==> src/hdl/tsk_pkg.sv <==
// shared types and codes for the topological sort block
`default_nettype none
package tsk_pkg;

	typedef enum logic [1:0] {
		MODE_ADD_NODE = 2'd0,
		MODE_ADD_EDGE = 2'd1,
		MODE_RUN      = 2'd2,
		MODE_CLEAR    = 2'd3
	} mode_t;

	typedef enum logic [2:0] {
		SEL_J = 3'd0,
		SEL_I = 3'd1,
		SEL_A = 3'd2,
		SEL_Q = 3'd3,
		SEL_H = 3'd4
	} rd_sel_t;

	typedef struct packed {
		logic [1:0] mode;
		logic [7:0] node_label;
		logic [7:0] edge_from;
		logic [7:0] edge_to;
	} tsk_item_t;

	typedef struct packed {
		logic [7:0] sorted_label;
		logic       cycle_error;
		logic       last;
	} tsk_result_t;

	typedef struct packed {
		logic    take_item;
		logic    clr_n;
		logic    wr_node;
		logic    j_clr;
		logic    j_inc;
		logic    i_clr;
		logic    i_inc;
		logic    k_clr;
		logic    k_inc;
		rd_sel_t rd_sel;
		logic    lab_rd;
		logic    adj_rd;
		logic    fifo_rd;
		logic    rank_rd;
		logic    cmp_edge;
		logic    adj_wr_edge;
		logic    lab_i_ld;
		logic    cnt_clr;
		logic    cnt_acc;
		logic    rank_wr;
		logic    deg_clr;
		logic    deg_add;
		logic    q_clr;
		logic    qi_chk;
		logic    s_step;
		logic    sc_chk;
		logic    out_ld_ok;
		logic    out_ld_err;
	} tsk_cmd_t;

	typedef struct packed {
		logic n_zero;
		logic n_full;
		logic j_last;
		logic i_last;
		logic k_last;
		logic dup_hit;
		logic edge_ok;
		logic q_more;
		logic sort_ok;
		logic out_full;
	} tsk_status_t;

endpackage
`default_nettype wire

==> src/hdl/tsk_stream_if.sv <==
// valid/ready stream channel
`default_nettype none
interface tsk_stream_if #(parameter type payload_t = logic);
	logic     valid;
	logic     ready;
	payload_t data;

	modport source (output valid, output data, input ready);
	modport sink (input valid, input data, output ready);
endinterface
`default_nettype wire

==> src/hdl/topological_sort_kahn_top.sv <==
// top level of the topological sort block
//
//  channel  dir  payload                                  transaction
//  item     in   mode, node_label, edge_from, edge_to     item.valid && item.ready
//  result   out  sorted_label, cycle_error, last          result.valid && result.ready
//
// add node and add edge scan the n stored labels one slot at a time through
// the registered read port of the label memory. the length of a run is set
// mostly by the rank pass and the successor scans, each of which reads one
// memory word at a time; clear resets the node count without leaving idle.
// items are taken only while idle; a result waits in the output register and
// a held result stalls the next one. reset needs no clearing pass.
`default_nettype none
module topological_sort_kahn_top #(
	parameter int MAX_NODES  = 16,
	parameter int LABEL_BITS = 8
) (
	input  wire logic   clk,
	input  wire logic   arst_n,
	tsk_stream_if.sink   item,
	tsk_stream_if.source result
);
	import tsk_pkg::*;

	tsk_cmd_t    cmd;
	tsk_status_t status;
	tsk_item_t   item_data;
	tsk_result_t out_data;
	logic        in_ready;
	logic        out_valid;

	assign item_data = item.data;
	assign item.ready = in_ready;
	assign result.valid = out_valid;
	assign result.data = out_data;

	tsk_ctrl u_ctrl (
		.clk      (clk),
		.arst_n   (arst_n),
		.in_valid (item.valid),
		.in_mode  (item_data.mode),
		.in_ready (in_ready),
		.cmd      (cmd),
		.status   (status)
	);

	tsk_dpath #(
		.MAX_NODES  (MAX_NODES),
		.LABEL_BITS (LABEL_BITS)
	) u_dpath (
		.clk       (clk),
		.arst_n    (arst_n),
		.cmd       (cmd),
		.status    (status),
		.item_data (item_data),
		.out_valid (out_valid),
		.out_ready (result.ready),
		.out_data  (out_data)
	);

endmodule
`default_nettype wire

==> src/hdl/tsk_dpath.sv <==
// datapath: node table, adjacency rows, rank table, ready queue, in-degree counters
`default_nettype none
module tsk_dpath #(
	parameter int MAX_NODES  = 16,
	parameter int LABEL_BITS = 8
) (
	input  wire logic                 clk,
	input  wire logic                 arst_n,
	input  tsk_pkg::tsk_cmd_t         cmd,
	output tsk_pkg::tsk_status_t      status,
	input  tsk_pkg::tsk_item_t        item_data,
	output logic                      out_valid,
	input  wire logic                 out_ready,
	output tsk_pkg::tsk_result_t      out_data
);
	import tsk_pkg::*;

	localparam int IDX = $clog2(MAX_NODES);
	localparam int CNT = $clog2(MAX_NODES + 1);
	localparam logic [CNT-1:0] N_MAX = CNT'(MAX_NODES);
	localparam logic [CNT-1:0] ONE = CNT'(1);

	logic [LABEL_BITS-1:0] lab_mem [MAX_NODES];
	logic [MAX_NODES-1:0]  adj_mem [MAX_NODES];
	logic [IDX-1:0]        rank_mem [MAX_NODES];
	logic [IDX-1:0]        fifo_mem [MAX_NODES];
	logic [CNT-1:0]        indeg_q [MAX_NODES];

	logic [LABEL_BITS-1:0] lab_rd_q, lab_i_q;
	logic [MAX_NODES-1:0]  adj_rd_q;
	logic [IDX-1:0]        rank_rd_q, fifo_rd_q;
	logic [LABEL_BITS-1:0] key_lab_q, key_from_q, key_to_q;
	logic [IDX-1:0]        a_q, b_q;
	logic                  a_found_q, b_found_q;
	logic [CNT-1:0]        n_q, j_q, i_q, k_q, cnt_q, head_q, tail_q;
	logic                  out_valid_q;
	tsk_result_t           out_data_q;

	logic [LABEL_BITS-1:0] in_lab, in_from, in_to;
	logic [15:0]           ext_lab, ext_from, ext_to, out_ext;
	logic [IDX-1:0]        lab_addr, adj_addr, fifo_addr, t_idx;
	logic [MAX_NODES-1:0]  b_bit;
	logic [CNT-1:0]        dec_val;
	logic                  push;

	// labels masked to the configured width
	always_comb begin
		ext_lab  = {8'b0, item_data.node_label};
		ext_from = {8'b0, item_data.edge_from};
		ext_to   = {8'b0, item_data.edge_to};
		in_lab   = ext_lab[LABEL_BITS-1:0];
		in_from  = ext_from[LABEL_BITS-1:0];
		in_to    = ext_to[LABEL_BITS-1:0];
		out_ext  = 16'(lab_rd_q);
	end

	always_comb begin
		case (cmd.rd_sel)
			SEL_I:   lab_addr = i_q[IDX-1:0];
			SEL_Q:   lab_addr = fifo_rd_q;
			default: lab_addr = j_q[IDX-1:0];
		endcase
		case (cmd.rd_sel)
			SEL_A:   adj_addr = a_q;
			SEL_Q:   adj_addr = fifo_rd_q;
			default: adj_addr = j_q[IDX-1:0];
		endcase
		case (cmd.rd_sel)
			SEL_I:   fifo_addr = i_q[IDX-1:0];
			default: fifo_addr = head_q[IDX-1:0];
		endcase
		b_bit = '0;
		b_bit[b_q] = 1'b1;
		t_idx = rank_rd_q;
		dec_val = (indeg_q[t_idx] != '0) ? indeg_q[t_idx] - ONE : '0;
		push = ((cmd.qi_chk && indeg_q[t_idx] == '0)
			|| (cmd.sc_chk && adj_rd_q[t_idx] && dec_val == '0)) && (tail_q < N_MAX);
	end

	always_ff @(posedge clk) begin
		if (cmd.wr_node)
			lab_mem[n_q[IDX-1:0]] <= key_lab_q;
		if (cmd.lab_rd)
			lab_rd_q <= lab_mem[lab_addr];
	end

	always_ff @(posedge clk) begin
		if (cmd.wr_node)
			adj_mem[n_q[IDX-1:0]] <= '0;
		else if (cmd.adj_wr_edge)
			adj_mem[a_q] <= adj_rd_q | b_bit;
		if (cmd.adj_rd)
			adj_rd_q <= adj_mem[adj_addr];
	end

	always_ff @(posedge clk) begin
		if (cmd.rank_wr)
			rank_mem[cnt_q[IDX-1:0]] <= i_q[IDX-1:0];
		if (cmd.rank_rd)
			rank_rd_q <= rank_mem[k_q[IDX-1:0]];
	end

	always_ff @(posedge clk) begin
		if (push)
			fifo_mem[tail_q[IDX-1:0]] <= t_idx;
		if (cmd.fifo_rd)
			fifo_rd_q <= fifo_mem[fifo_addr];
	end

	always_ff @(posedge clk) begin
		if (cmd.deg_clr) begin
			for (int l = 0; l < MAX_NODES; l++)
				indeg_q[l] <= '0;
		end else if (cmd.deg_add) begin
			for (int l = 0; l < MAX_NODES; l++)
				indeg_q[l] <= indeg_q[l] + CNT'(adj_rd_q[l]);
		end else if (cmd.sc_chk && adj_rd_q[t_idx]) begin
			indeg_q[t_idx] <= dec_val;
		end
	end

	// payload, lookup and result holding registers
	always_ff @(posedge clk) begin
		if (cmd.take_item) begin
			key_lab_q  <= in_lab;
			key_from_q <= in_from;
			key_to_q   <= in_to;
		end
		if (cmd.lab_i_ld)
			lab_i_q <= lab_rd_q;
		if (cmd.cmp_edge && lab_rd_q == key_from_q)
			a_q <= j_q[IDX-1:0];
		if (cmd.cmp_edge && lab_rd_q == key_to_q)
			b_q <= j_q[IDX-1:0];
		if (cmd.out_ld_err)
			out_data_q <= '{sorted_label: 8'd0, cycle_error: 1'b1, last: 1'b1};
		else if (cmd.out_ld_ok)
			out_data_q <= '{sorted_label: out_ext[7:0], cycle_error: 1'b0,
				last: status.i_last};
	end

	always_ff @(posedge clk or negedge arst_n) begin
		if (!arst_n) begin
			n_q         <= '0;
			j_q         <= '0;
			i_q         <= '0;
			k_q         <= '0;
			cnt_q       <= '0;
			head_q      <= '0;
			tail_q      <= '0;
			a_found_q   <= 1'b0;
			b_found_q   <= 1'b0;
			out_valid_q <= 1'b0;
		end else begin
			if (cmd.clr_n)
				n_q <= '0;
			else if (cmd.wr_node)
				n_q <= n_q + ONE;
			if (cmd.j_clr)
				j_q <= '0;
			else if (cmd.j_inc)
				j_q <= j_q + ONE;
			if (cmd.i_clr)
				i_q <= '0;
			else if (cmd.i_inc)
				i_q <= i_q + ONE;
			if (cmd.k_clr)
				k_q <= '0;
			else if (cmd.k_inc)
				k_q <= k_q + ONE;
			if (cmd.cnt_clr)
				cnt_q <= '0;
			else if (cmd.cnt_acc)
				cnt_q <= cnt_q + CNT'(lab_rd_q < lab_i_q);
			if (cmd.q_clr) begin
				head_q <= '0;
				tail_q <= '0;
			end else begin
				if (cmd.s_step)
					head_q <= head_q + ONE;
				if (push)
					tail_q <= tail_q + ONE;
			end
			if (cmd.take_item) begin
				a_found_q <= 1'b0;
				b_found_q <= 1'b0;
			end else if (cmd.cmp_edge) begin
				if (lab_rd_q == key_from_q)
					a_found_q <= 1'b1;
				if (lab_rd_q == key_to_q)
					b_found_q <= 1'b1;
			end
			if (cmd.out_ld_ok || cmd.out_ld_err)
				out_valid_q <= 1'b1;
			else if (out_ready)
				out_valid_q <= 1'b0;
		end
	end

	always_comb begin
		status.n_zero   = (n_q == '0);
		status.n_full   = (n_q == N_MAX);
		status.j_last   = ((j_q + ONE) == n_q);
		status.i_last   = ((i_q + ONE) == n_q);
		status.k_last   = ((k_q + ONE) == n_q);
		status.dup_hit  = (lab_rd_q == key_lab_q);
		status.edge_ok  = a_found_q && b_found_q;
		status.q_more   = (head_q < tail_q) && (head_q < N_MAX);
		status.sort_ok  = (head_q == n_q);
		status.out_full = out_valid_q;
	end

	assign out_valid = out_valid_q;
	assign out_data  = out_data_q;

endmodule
`default_nettype wire

==> src/hdl/tsk_ctrl.sv <==
// controller state machine sequencing loads, the sort passes and the result stream
`default_nettype none
module tsk_ctrl (
	input  wire logic            clk,
	input  wire logic            arst_n,
	input  wire logic            in_valid,
	input  wire logic [1:0]      in_mode,
	output logic                 in_ready,
	output tsk_pkg::tsk_cmd_t    cmd,
	input  tsk_pkg::tsk_status_t status
);
	import tsk_pkg::*;

	typedef enum logic [27:0] {
		S_IDLE    = 28'h0000001,
		S_FN_RD   = 28'h0000002,
		S_FN_CMP  = 28'h0000004,
		S_NODE_WR = 28'h0000008,
		S_ED_RD   = 28'h0000010,
		S_ED_CMP  = 28'h0000020,
		S_ED_CHK  = 28'h0000040,
		S_ED_WR   = 28'h0000080,
		S_RK_LI   = 28'h0000100,
		S_RK_LW   = 28'h0000200,
		S_RK_RD   = 28'h0000400,
		S_RK_CMP  = 28'h0000800,
		S_RK_WR   = 28'h0001000,
		S_DG_INIT = 28'h0002000,
		S_DG_RD   = 28'h0004000,
		S_DG_ADD  = 28'h0008000,
		S_QI_INIT = 28'h0010000,
		S_QI_RD   = 28'h0020000,
		S_QI_CHK  = 28'h0040000,
		S_DQ      = 28'h0080000,
		S_DQ_S    = 28'h0100000,
		S_SC_RD   = 28'h0200000,
		S_SC_CHK  = 28'h0400000,
		S_FIN     = 28'h0800000,
		S_ERR     = 28'h1000000,
		S_EM_RD   = 28'h2000000,
		S_EM_LR   = 28'h4000000,
		S_EM_LD   = 28'h8000000
	} state_t;

	state_t state_q, state_d;

	always_ff @(posedge clk or negedge arst_n) begin
		if (!arst_n)
			state_q <= S_IDLE;
		else
			state_q <= state_d;
	end

	assign in_ready = (state_q == S_IDLE);

	always_comb begin
		cmd = '0;
		state_d = state_q;
		case (state_q)
			S_IDLE: begin
				if (in_valid) begin
					cmd.take_item = 1'b1;
					case (in_mode)
						MODE_ADD_NODE: begin
							if (status.n_full)
								state_d = S_IDLE;
							else if (status.n_zero)
								state_d = S_NODE_WR;
							else begin
								cmd.j_clr = 1'b1;
								state_d = S_FN_RD;
							end
						end
						MODE_ADD_EDGE: begin
							if (!status.n_zero) begin
								cmd.j_clr = 1'b1;
								state_d = S_ED_RD;
							end
						end
						MODE_RUN: begin
							if (!status.n_zero) begin
								cmd.i_clr = 1'b1;
								state_d = S_RK_LI;
							end
						end
						default: cmd.clr_n = 1'b1;
					endcase
				end
			end
			// duplicate label search
			S_FN_RD: begin
				cmd.lab_rd = 1'b1;
				cmd.rd_sel = SEL_J;
				state_d = S_FN_CMP;
			end
			S_FN_CMP: begin
				cmd.j_inc = 1'b1;
				if (status.dup_hit)
					state_d = S_IDLE;
				else if (status.j_last)
					state_d = S_NODE_WR;
				else
					state_d = S_FN_RD;
			end
			S_NODE_WR: begin
				cmd.wr_node = 1'b1;
				state_d = S_IDLE;
			end
			// both endpoints looked up in one pass
			S_ED_RD: begin
				cmd.lab_rd = 1'b1;
				cmd.rd_sel = SEL_J;
				state_d = S_ED_CMP;
			end
			S_ED_CMP: begin
				cmd.cmp_edge = 1'b1;
				cmd.j_inc = 1'b1;
				state_d = status.j_last ? S_ED_CHK : S_ED_RD;
			end
			S_ED_CHK: begin
				if (status.edge_ok) begin
					cmd.adj_rd = 1'b1;
					cmd.rd_sel = SEL_A;
					state_d = S_ED_WR;
				end else
					state_d = S_IDLE;
			end
			S_ED_WR: begin
				cmd.adj_wr_edge = 1'b1;
				state_d = S_IDLE;
			end
			// rank of each slot = number of smaller labels
			S_RK_LI: begin
				cmd.lab_rd = 1'b1;
				cmd.rd_sel = SEL_I;
				state_d = S_RK_LW;
			end
			S_RK_LW: begin
				cmd.lab_i_ld = 1'b1;
				cmd.j_clr = 1'b1;
				cmd.cnt_clr = 1'b1;
				state_d = S_RK_RD;
			end
			S_RK_RD: begin
				cmd.lab_rd = 1'b1;
				cmd.rd_sel = SEL_J;
				state_d = S_RK_CMP;
			end
			S_RK_CMP: begin
				cmd.cnt_acc = 1'b1;
				cmd.j_inc = 1'b1;
				state_d = status.j_last ? S_RK_WR : S_RK_RD;
			end
			S_RK_WR: begin
				cmd.rank_wr = 1'b1;
				cmd.i_inc = 1'b1;
				state_d = status.i_last ? S_DG_INIT : S_RK_LI;
			end
			// column sums of the adjacency rows
			S_DG_INIT: begin
				cmd.deg_clr = 1'b1;
				cmd.j_clr = 1'b1;
				state_d = S_DG_RD;
			end
			S_DG_RD: begin
				cmd.adj_rd = 1'b1;
				cmd.rd_sel = SEL_J;
				state_d = S_DG_ADD;
			end
			S_DG_ADD: begin
				cmd.deg_add = 1'b1;
				cmd.j_inc = 1'b1;
				state_d = status.j_last ? S_QI_INIT : S_DG_RD;
			end
			S_QI_INIT: begin
				cmd.q_clr = 1'b1;
				cmd.k_clr = 1'b1;
				state_d = S_QI_RD;
			end
			S_QI_RD: begin
				cmd.rank_rd = 1'b1;
				state_d = S_QI_CHK;
			end
			S_QI_CHK: begin
				cmd.qi_chk = 1'b1;
				cmd.k_inc = 1'b1;
				state_d = status.k_last ? S_DQ : S_QI_RD;
			end
			S_DQ: begin
				if (status.q_more) begin
					cmd.fifo_rd = 1'b1;
					cmd.rd_sel = SEL_H;
					state_d = S_DQ_S;
				end else
					state_d = S_FIN;
			end
			S_DQ_S: begin
				cmd.s_step = 1'b1;
				cmd.adj_rd = 1'b1;
				cmd.rd_sel = SEL_Q;
				cmd.k_clr = 1'b1;
				state_d = S_SC_RD;
			end
			// successors scanned in rank order
			S_SC_RD: begin
				cmd.rank_rd = 1'b1;
				state_d = S_SC_CHK;
			end
			S_SC_CHK: begin
				cmd.sc_chk = 1'b1;
				cmd.k_inc = 1'b1;
				state_d = status.k_last ? S_DQ : S_SC_RD;
			end
			S_FIN: begin
				if (status.sort_ok) begin
					cmd.i_clr = 1'b1;
					state_d = S_EM_RD;
				end else
					state_d = S_ERR;
			end
			S_ERR: begin
				if (!status.out_full) begin
					cmd.out_ld_err = 1'b1;
					state_d = S_IDLE;
				end
			end
			// queue order is the sorted order
			S_EM_RD: begin
				cmd.fifo_rd = 1'b1;
				cmd.rd_sel = SEL_I;
				state_d = S_EM_LR;
			end
			S_EM_LR: begin
				cmd.lab_rd = 1'b1;
				cmd.rd_sel = SEL_Q;
				state_d = S_EM_LD;
			end
			S_EM_LD: begin
				if (!status.out_full) begin
					cmd.out_ld_ok = 1'b1;
					cmd.i_inc = 1'b1;
					state_d = status.i_last ? S_IDLE : S_EM_RD;
				end
			end
			default: state_d = S_IDLE;
		endcase
	end

endmodule
`default_nettype wire
==> src/flat_wrapper.sv <==
// flat-port wrapper written by rule: the top's interface ports become plain ports
module topological_sort_kahn_top_flat import tsk_pkg::*;
#(
	parameter int MAX_NODES  = 16,
	parameter int LABEL_BITS = 8
)
  (clk, arst_n, item_valid, item_data, item_ready, result_valid, result_data, result_ready);
  tsk_stream_if item_i ();
  tsk_stream_if result_i ();
  input  wire logic clk;
  input  wire logic arst_n;
  input wire logic [$bits(item_i.valid)-1:0] item_valid;
  input wire logic [$bits(item_i.data)-1:0] item_data;
  output wire logic [$bits(item_i.ready)-1:0] item_ready;
  output wire logic [$bits(result_i.valid)-1:0] result_valid;
  output wire logic [$bits(result_i.data)-1:0] result_data;
  input wire logic [$bits(result_i.ready)-1:0] result_ready;
  assign item_i.valid = item_valid;
  assign item_i.data = item_data;
  assign item_ready = item_i.ready;
  assign result_valid = result_i.valid;
  assign result_data = result_i.data;
  assign result_i.ready = result_ready;
  topological_sort_kahn_top #(.MAX_NODES(MAX_NODES), .LABEL_BITS(LABEL_BITS)) u_core (.clk(clk), .arst_n(arst_n), .item(item_i), .result(result_i));
endmodule
==> config.mk <==
export PLATFORM = sky130hd
export DESIGN_NAME = topological_sort_kahn_top_flat
export DESIGN_NICKNAME = d
export VERILOG_FILES = /design/src/hdl/tsk_pkg.sv /design/src/hdl/tsk_stream_if.sv /design/src/hdl/topological_sort_kahn_top.sv /design/src/hdl/tsk_dpath.sv /design/src/hdl/tsk_ctrl.sv /design/src/flat_wrapper.sv
export SDC_FILE = /design/constraint.sdc
export NUM_CORES = 1
export LEC_CHECK = 0
export BUFFER_PORTS_ARGS = -buffer_cell sky130_fd_sc_hd__buf_2
export CORE_ASPECT_RATIO = 1.4
export CORE_MARGIN = 2
export CORE_UTILIZATION = 35
export CTS_BUF_LIST = sky130_fd_sc_hd__clkbuf_2
export DETAILED_ROUTE_END_ITERATION = 10
export SLEW_MARGIN = 0
export SYNTH_ARGS = -nofsm -noshare
export SYNTH_HDL_FRONTEND = slang
export SYNTH_SLANG_ARGS = --single-unit
==> constraint.sdc <==
create_clock -name clk -period 8.3 [get_ports clk]
set_input_delay 0.415 -clock clk [delete_from_list [all_inputs] [get_ports clk]]
set_output_delay 0.415 -clock clk [all_outputs]
set_load 0.005 [all_outputs]
======== Word level (Yosys, flattened, before mapping) ========
Memory sizes are Yosys's and may differ from the RTL's. A register that Yosys moved wholly into a read port is not among the register bits.
Cells that the tools add are included.
word-level totals
  register bits after elaboration ......... 92
  memory bits (writable) .................. 464
  bits of input ports ..................... 5
  output and inout port bits .............. 3
  logic and storage cells ................. 273
  memories ................................ 4
cells by class
  $add $sub $neg .......................... 24
  order comparisons ....................... 7
  equal/unequal tests ..................... 40
  mux-type cells .......................... 123
  bitwise operators ....................... 17
  reduce and logical (&&, ||, !) cells .... 41
memory list
  memory                   words  width  read ports  clocked after memory_dff  wr ports  RTL line         text
  u_core.u_dpath.adj_mem   16     16     1           1                         1         tsk_dpath.sv:24  logic [MAX_NODES-1:0] adj_mem [MAX_NODES];
  u_core.u_dpath.indeg_q   16     5      17          0                         16        tsk_dpath.sv:27  logic [CNT-1:0] indeg_q [MAX_NODES];
  u_core.u_dpath.fifo_mem  16     4      1           1                         1         tsk_dpath.sv:26  logic [IDX-1:0] fifo_mem [MAX_NODES];
  u_core.u_dpath.rank_mem  16     4      1           1                         1         tsk_dpath.sv:25  logic [IDX-1:0] rank_mem [MAX_NODES];
operators with widths
  cell                  number
  $pmux 28 s26          1
  $mux 5                32
  $mux 28               4
  $add 5x1->5           17
  $mux 1                56
  $mux 26               2
  $add 5x1->5 const B   6
  $eq 28x1->1 const B   1
  $eq 28x10->1 const B  1
  $eq 28x11->1 const B  1
  $eq 28x12->1 const B  1
  $eq 28x13->1 const B  1
  $eq 28x14->1 const B  1
  $eq 28x15->1 const B  1
  $eq 28x16->1 const B  1
  $eq 28x17->1 const B  1
  $eq 28x18->1 const B  1
  $eq 28x19->1 const B  1
  $eq 28x2->1 const B   1
  $eq 28x20->1 const B  1
  $eq 28x21->1 const B  1
  $eq 28x22->1 const B  1
  $eq 28x23->1 const B  1
  $eq 28x24->1 const B  1
  54 further kinds      117

======== Logic depth before layout (Yosys ltp) ========
  word-level depth ........................ 9
  depth in mapped cells ................... 13
  gate-level depth less buffers ........... 10

======== Modules after synthesis ========
A second synthesis with hierarchy kept.
second synthesis, totals
  cell total of the unflattened synthesis .. 2047
  area total of the unflattened synthesis .. 32790.2 um^2
modules (own cells, without submodules)
  module                     instances  cells an instance  area each (um^2)  sequential area each (um^2)
  tsk_dpath                  1          1839               30825.8           21065.2
  tsk_ctrl                   1          207                1960.6            701.9
  topological_sort_kahn_top  1          1                  3.8               0.0

======== Worst setup path after synthesis ========
Ideal clock, no wire load.
  kind .................................... register to register
  from .................................... reg u_core.u_dpath.rank_rd_q[0], read port of u_core.u_dpath.rank_mem
  to ...................................... mem u_core.u_dpath.fifo_mem[7][0] (netlist bit), enable pin
  setup time .............................. 361 ps
  arrival ................................. 4009 ps
  data required time ...................... 7939 ps
  path slack .............................. 3929 ps
  stages on the path, launching flop included .. 12
  path buffers ............................ 3
  clock period less this slack ............ 4371 ps
  cell sequence ........................... edfxtp_1 > clkbuf_1 > buf_2 > clkbuf_1 > mux4_2 > mux4_2 > inv_1 > ha_1 > inv_1 > or4b_4 > a311o_1 > nor3_1
between the ends
  longest elaborated chain between the ends .. 9
  elaborated cells on any way between the ends .. 15
  classes of those cells .................. add/sub (1); mux (5); reduce/logical (8); memory (1)
ends and longest elaborated chain
  what                                              RTL line          text
  start, declared                                   tsk_dpath.sv:31   logic [IDX-1:0] rank_rd_q, fifo_rd_q;
  $mem_v2 16x5                                      --
  $sub 5x1->5 or $reduce_bool 5->1 (tied branches)  tsk_dpath.sv:75   dec_val = (indeg_q[t_idx] != '0) ? indeg_q[t_idx] - ONE : '0;
  $mux 5                                            tsk_dpath.sv:75
  $logic_not 5->1                                   tsk_dpath.sv:77   || (cmd.sc_chk && adj_rd_q[t_idx] && dec_val == '0)) && (tail_q < N_MAX);
  $logic_and 1x1->1                                 tsk_dpath.sv:77
  $logic_or 1x1->1 (*)                              tsk_dpath.sv:77
  $logic_and 1x1->1 (*)                             tsk_dpath.sv:77
  $mux 1 (*)                                        tsk_dpath.sv:104  if (push)
  $mux 1 (implied by the code) (*)                  tsk_dpath.sv:105  fifo_mem[tail_q[IDX-1:0]] <= t_idx;
  end, declared                                     tsk_dpath.sv:26
Every way passes the cells marked *; elsewhere a longest branch is shown, timed or not. The select of a mux whose other input is x is not followed.

======== Final worst setup path ========
  from .................................... reg u_core.u_ctrl.state_q[12]
  to ...................................... reg u_core.u_dpath.adj_rd_q[1], read port of u_core.u_dpath.adj_mem, data pin
between the ends
  longest elaborated chain between the ends .. 5
  elaborated cells on any way between the ends .. 15
  classes of those cells .................. eq/ne (9); mux (3); reduce/logical (3)
ends and longest elaborated chain
  what                                  RTL line         text
  start, declared                       tsk_ctrl.sv:45   state_t state_q, state_d;
  start signal, assigned                tsk_ctrl.sv:51   state_q <= state_d;
  $eq 28x27->1 (tied with other cells)  tsk_ctrl.sv:59   case (state_q)
  $reduce_or 2->1 (no line)             --
  $pmux 3 s4                            tsk_ctrl.sv:59
  $eq 3x2->1 (on tied branches)         --
  $pmux 4 s2                            tsk_dpath.sv:63  case (cmd.rd_sel)
  end, declared                         tsk_dpath.sv:30  logic [MAX_NODES-1:0] adj_rd_q;
Several ways; a longest one is shown, not always the timed one.
A chain may end at the register's enable or synchronous reset.

==> impl_results.md <==
- Clock root cell: clkbuf_2
- Reg2reg start: u_core.u_ctrl.state_q[12]$_DFFE_PN0P_
- DR iter-0 viols: around 1100
- Routability-driven placement congestion ratio: approximately 0.85
- RSZ-0062 raised after global routing: no
- Ranking of synthesized cells by area: edfxtp_1 (55%), dfrtp_1 (6.3%), nand3_1 (3.0%)
- Hold path startpoint: item_data
- Crit Path Max Fanout: 81
- LEAKAGE: ~9.0 nW
- Area leader, netlist: edfxtp_1
- PortBufs: 7
- Layout cells sized above 1: ~15%
- Synth Cell Area: between 20000 and 25000 um2
- Worst-path clk slew: around 0.12 ns
- Row count: 112
- Antenna violations before repair: 1
- Die area: approximately 70000 um2
- Post-route ant nets: 0
- FF-to-FF End: u_core.u_dpath.adj_rd_q[1]$_DFFE_PP_
- Post-synth EDFFs: 437
- Initial core utilization: ~35%
- Clock Power Share: approximately a third
- Total Routing Usage GR: 18.1%
- Syn_area_per_cell: 12.5 um2
- Reg2reg path depth: 10
- Power Density: 182 nW/um2
- Nets: 1997
- Critical Path RT: 9.19 ns
- Fraction of registers with async set/reset: 12.2%
- Final Hold Viols: 0
- Sequential share of power: between 50 and 60%
- Via count: approximately 16000
- Slew @ Worst Pin: 1.25 ns
- CTS Buf Count: 117
- Hold Crit Class: in2reg
- Syn. warnings: 0
- Die W: about 220 um
- Critical path startpoint: u_core.u_ctrl.state_q[12]$_DFFE_PN0P_
- Fin worst setup slack: a little over 3 ns
- CP Class: reg2reg
- Die Span Y: between 300 and 400 um
- Crit path capture: u_core.u_dpath.adj_rd_q[1]$_DFFE_PP_
- Setup violations, final: 0
- Final HPWL from detailed placement: between 30 and 40 mm
- Cells after Synth: 1892
- Mapped Nets: between 1500 and 2000
- Sequential area share after synthesis: 61.9%
- First-pass GRT wire length: 97.1 mm
- Worst rel slew slack: around 16%
- Clk buf depth: 3
- Clock Sinks: 499
- Largest net degree at the start of global routing: 82
- CP arrival: 6.08 ns
- Setup TNS: 0 ns
- Outcome: finished, final reports clean
- Total Wirelength: 63.2 mm
- Area grow syn2layout: 8.88%
- Count of pins over their slew limit: 0
- Drt pass-1 iters: 5
- R2R Setup Slk: between 3 and 4 ns
- Post-cts sizing count: 0
- Max VDD drop: slightly above 0.09 mV
- CTS tree: yes
- Yosys cell types: 79
- Worst skew pair latency: 1.20 ns
- Share of the synthesized area in the top cell type: between 50% and 60%
- Setup bufs post-CTS: 0
- Max_cap viols: 0
- CP Capture Type: register
- I/O pins: 8
- Fraction of the cycle the final worst path needs: ~63%
- Max Clk Rate: ~190 MHz
- DR DRC count: 0
- Final min period: between 5 and 6 ns
- Commonest non-fill, non-tap cell in the layout: edfxtp_1
- Commonest cells after routing, fill and taps aside: edfxtp_1 (437), nand2_1 (170), clkbuf_2 (169), nand3_1 (141), o21ai_0 (101)
- Psw: 1.27 mW
- Final Util: roughly two fifths
- Combinational Power Share: 7.3%
- Internal power: between 3 and 4 mW
- Core area: 66800 um2
- Setup crit start kind: register
- DR WL/cell: 21.8 um
- Grt ovf: 0
- Top_reg_cell synth: edfxtp_1
- Worst slack at placement: ~3.2 ns
- Htree depth: 3
- Vias in the first global route: 16816
- Clock skew: between 0.1 and 0.15 ns
- DR vias/cell: 5.64
- #FFs+latches synth: between 400 and 500
- Switching share of power: between 20 and 30%
==> power groups by stage <==
stage	clock network [mW]	logic [mW]	registers, mW
3_3_place_gp	0	0.333	2.81
5_1_grt	1.77	0.376	2.76
6_report	1.60	0.342	2.76
3_5_place_dp	0	0.339	2.81
2_1_floorplan	0	0.261	2.78
4_1_cts	1.65	0.344	2.76
==> Yosys cell counts, drive strengths merged (8+ instances only) <==
cell / number
a211o: 48
a211oi: 24
a21oi: 29
a311oi: 8
a31oi: 34
a32oi: 17
and3: 90
buf: 18
clkbuf: 98
dfrtp: 60
edfxtp: 437
ha: 47
inv: 28
mux2i: 40
mux4: 28
nand2: 171
nand2b: 28
nand3: 143
nand4: 25
nor2: 101
nor2b: 14
nor3: 32
nor4: 23
o21ai: 104
o22ai: 33
o311ai: 16
or4: 11
xnor2: 48
xor2: 47
==> logic make-up (layout without fill, tap and decap cells) <==
kind of cell    count (synthesis)  after routing  synth area share, %
fa+ha+maj                      47             47                 2.48
flops                         499            499                 61.9
simple gates                  678            678                 14.8
xor+xnor                       95             95                 3.51
compound gates                351            351                 10.1
mux                            75             75                 4.70
other cells                     0              1                    0
buf+inv                       147            294                 2.53
==> registers in the layout, summed over array words and instances (netlist names), 4 cells and up <==
signal and flops:
u_core.u_dpath.tail_q 5, u_core.u_ctrl.state_q 28, u_core.u_dpath.adj_rd_q 16, u_core.u_dpath.i_q 5, u_core.u_dpath.rank_mem 4, u_core.u_dpath.b_q 4, u_core.u_dpath.fifo_rd_q 4, u_core.u_dpath.j_q 5
u_core.u_dpath.k_q 5, u_core.u_dpath.rank_rd_q 4, u_core.u_dpath.n_q 5, u_core.u_dpath.fifo_mem 64, u_core.u_dpath.head_q 5, u_core.u_dpath.indeg_q 80, u_core.u_dpath.a_q 4, u_core.u_dpath.adj_mem 256
==> cell type report <==
| class | count | area [um2] |
|---|---|---|
| fill | 6346 | 41000 |
| sequential | 499 | 14700 |
| multi-input combinational | 1246 | 8500 |
| tap | 855 | 1070 |
| clock buffer | 169 | 846 |
| timing repair buffer | 50 | 373 |
| clock inverter | 44 | 228 |
| inverter | 31 | 121 |
| antenna | 1 | 2.50 |
==> worst min-delay path by stage <==
stage,endpoint,slack (ns),cells past startpoint
floorplan,u_core.u_ctrl.state_q[10]$_DFFE_PN0P_,0.12,0
global placement,u_core.u_dpath.rank_rd_q[3]$_DFFE_PP_,0.40,0
detailed placement,u_core.u_dpath.rank_rd_q[0]$_DFFE_PP_,0.41,0
CTS,u_core.u_dpath.key_to_q[0]$_DFFE_PP_,0.02,2
global route,u_core.u_dpath.key_to_q[0]$_DFFE_PP_,0.06,2
finish,u_core.u_dpath.key_to_q[0]$_DFFE_PP_,0.12,2
==> through the flow <==
stage,area (um2),total power [mW],hold slack (ns),std cells
after floorplan,23700,3.05,0.119,1892
after global placement,24700,3.14,0.401,2675
after detailed placement,24700,3.15,0.409,2675
after CTS,25800,4.75,0.0229,2894
after global routing,25800,4.91,0.0593,2895
final,25800,4.70,0.123,2895
==> worst max-delay path, cell delays in order, from the launching register on <==
cell	delay, ns
dfrtp_1	0.45
nor4_2	0.47
nand4_1	0.65
or4_1	0.82
nand3_2	0.12
buf_4	0.66
nand2_4	0.39
buf_4	0.49
a211o_1	0.40
a32oi_1	0.21
o311ai_1	0.14
==> what timing repair did <==
item | CTS | global route
endpoints found under the hold margin | 76 | 0
hold buffers | 6 | 0
setup endpoints to repair | 0 | 0
==> routing by layer <==
layer	track usage [%]	up-vias	wire length (um)
met3	2.91	192	3210
li1	-	7480	-
met2	32.7	549	33100
met1	19.7	8106	23400
met5	0	-	0
met4	10.9	0	3470
Power figures use the tool's default switching activity.
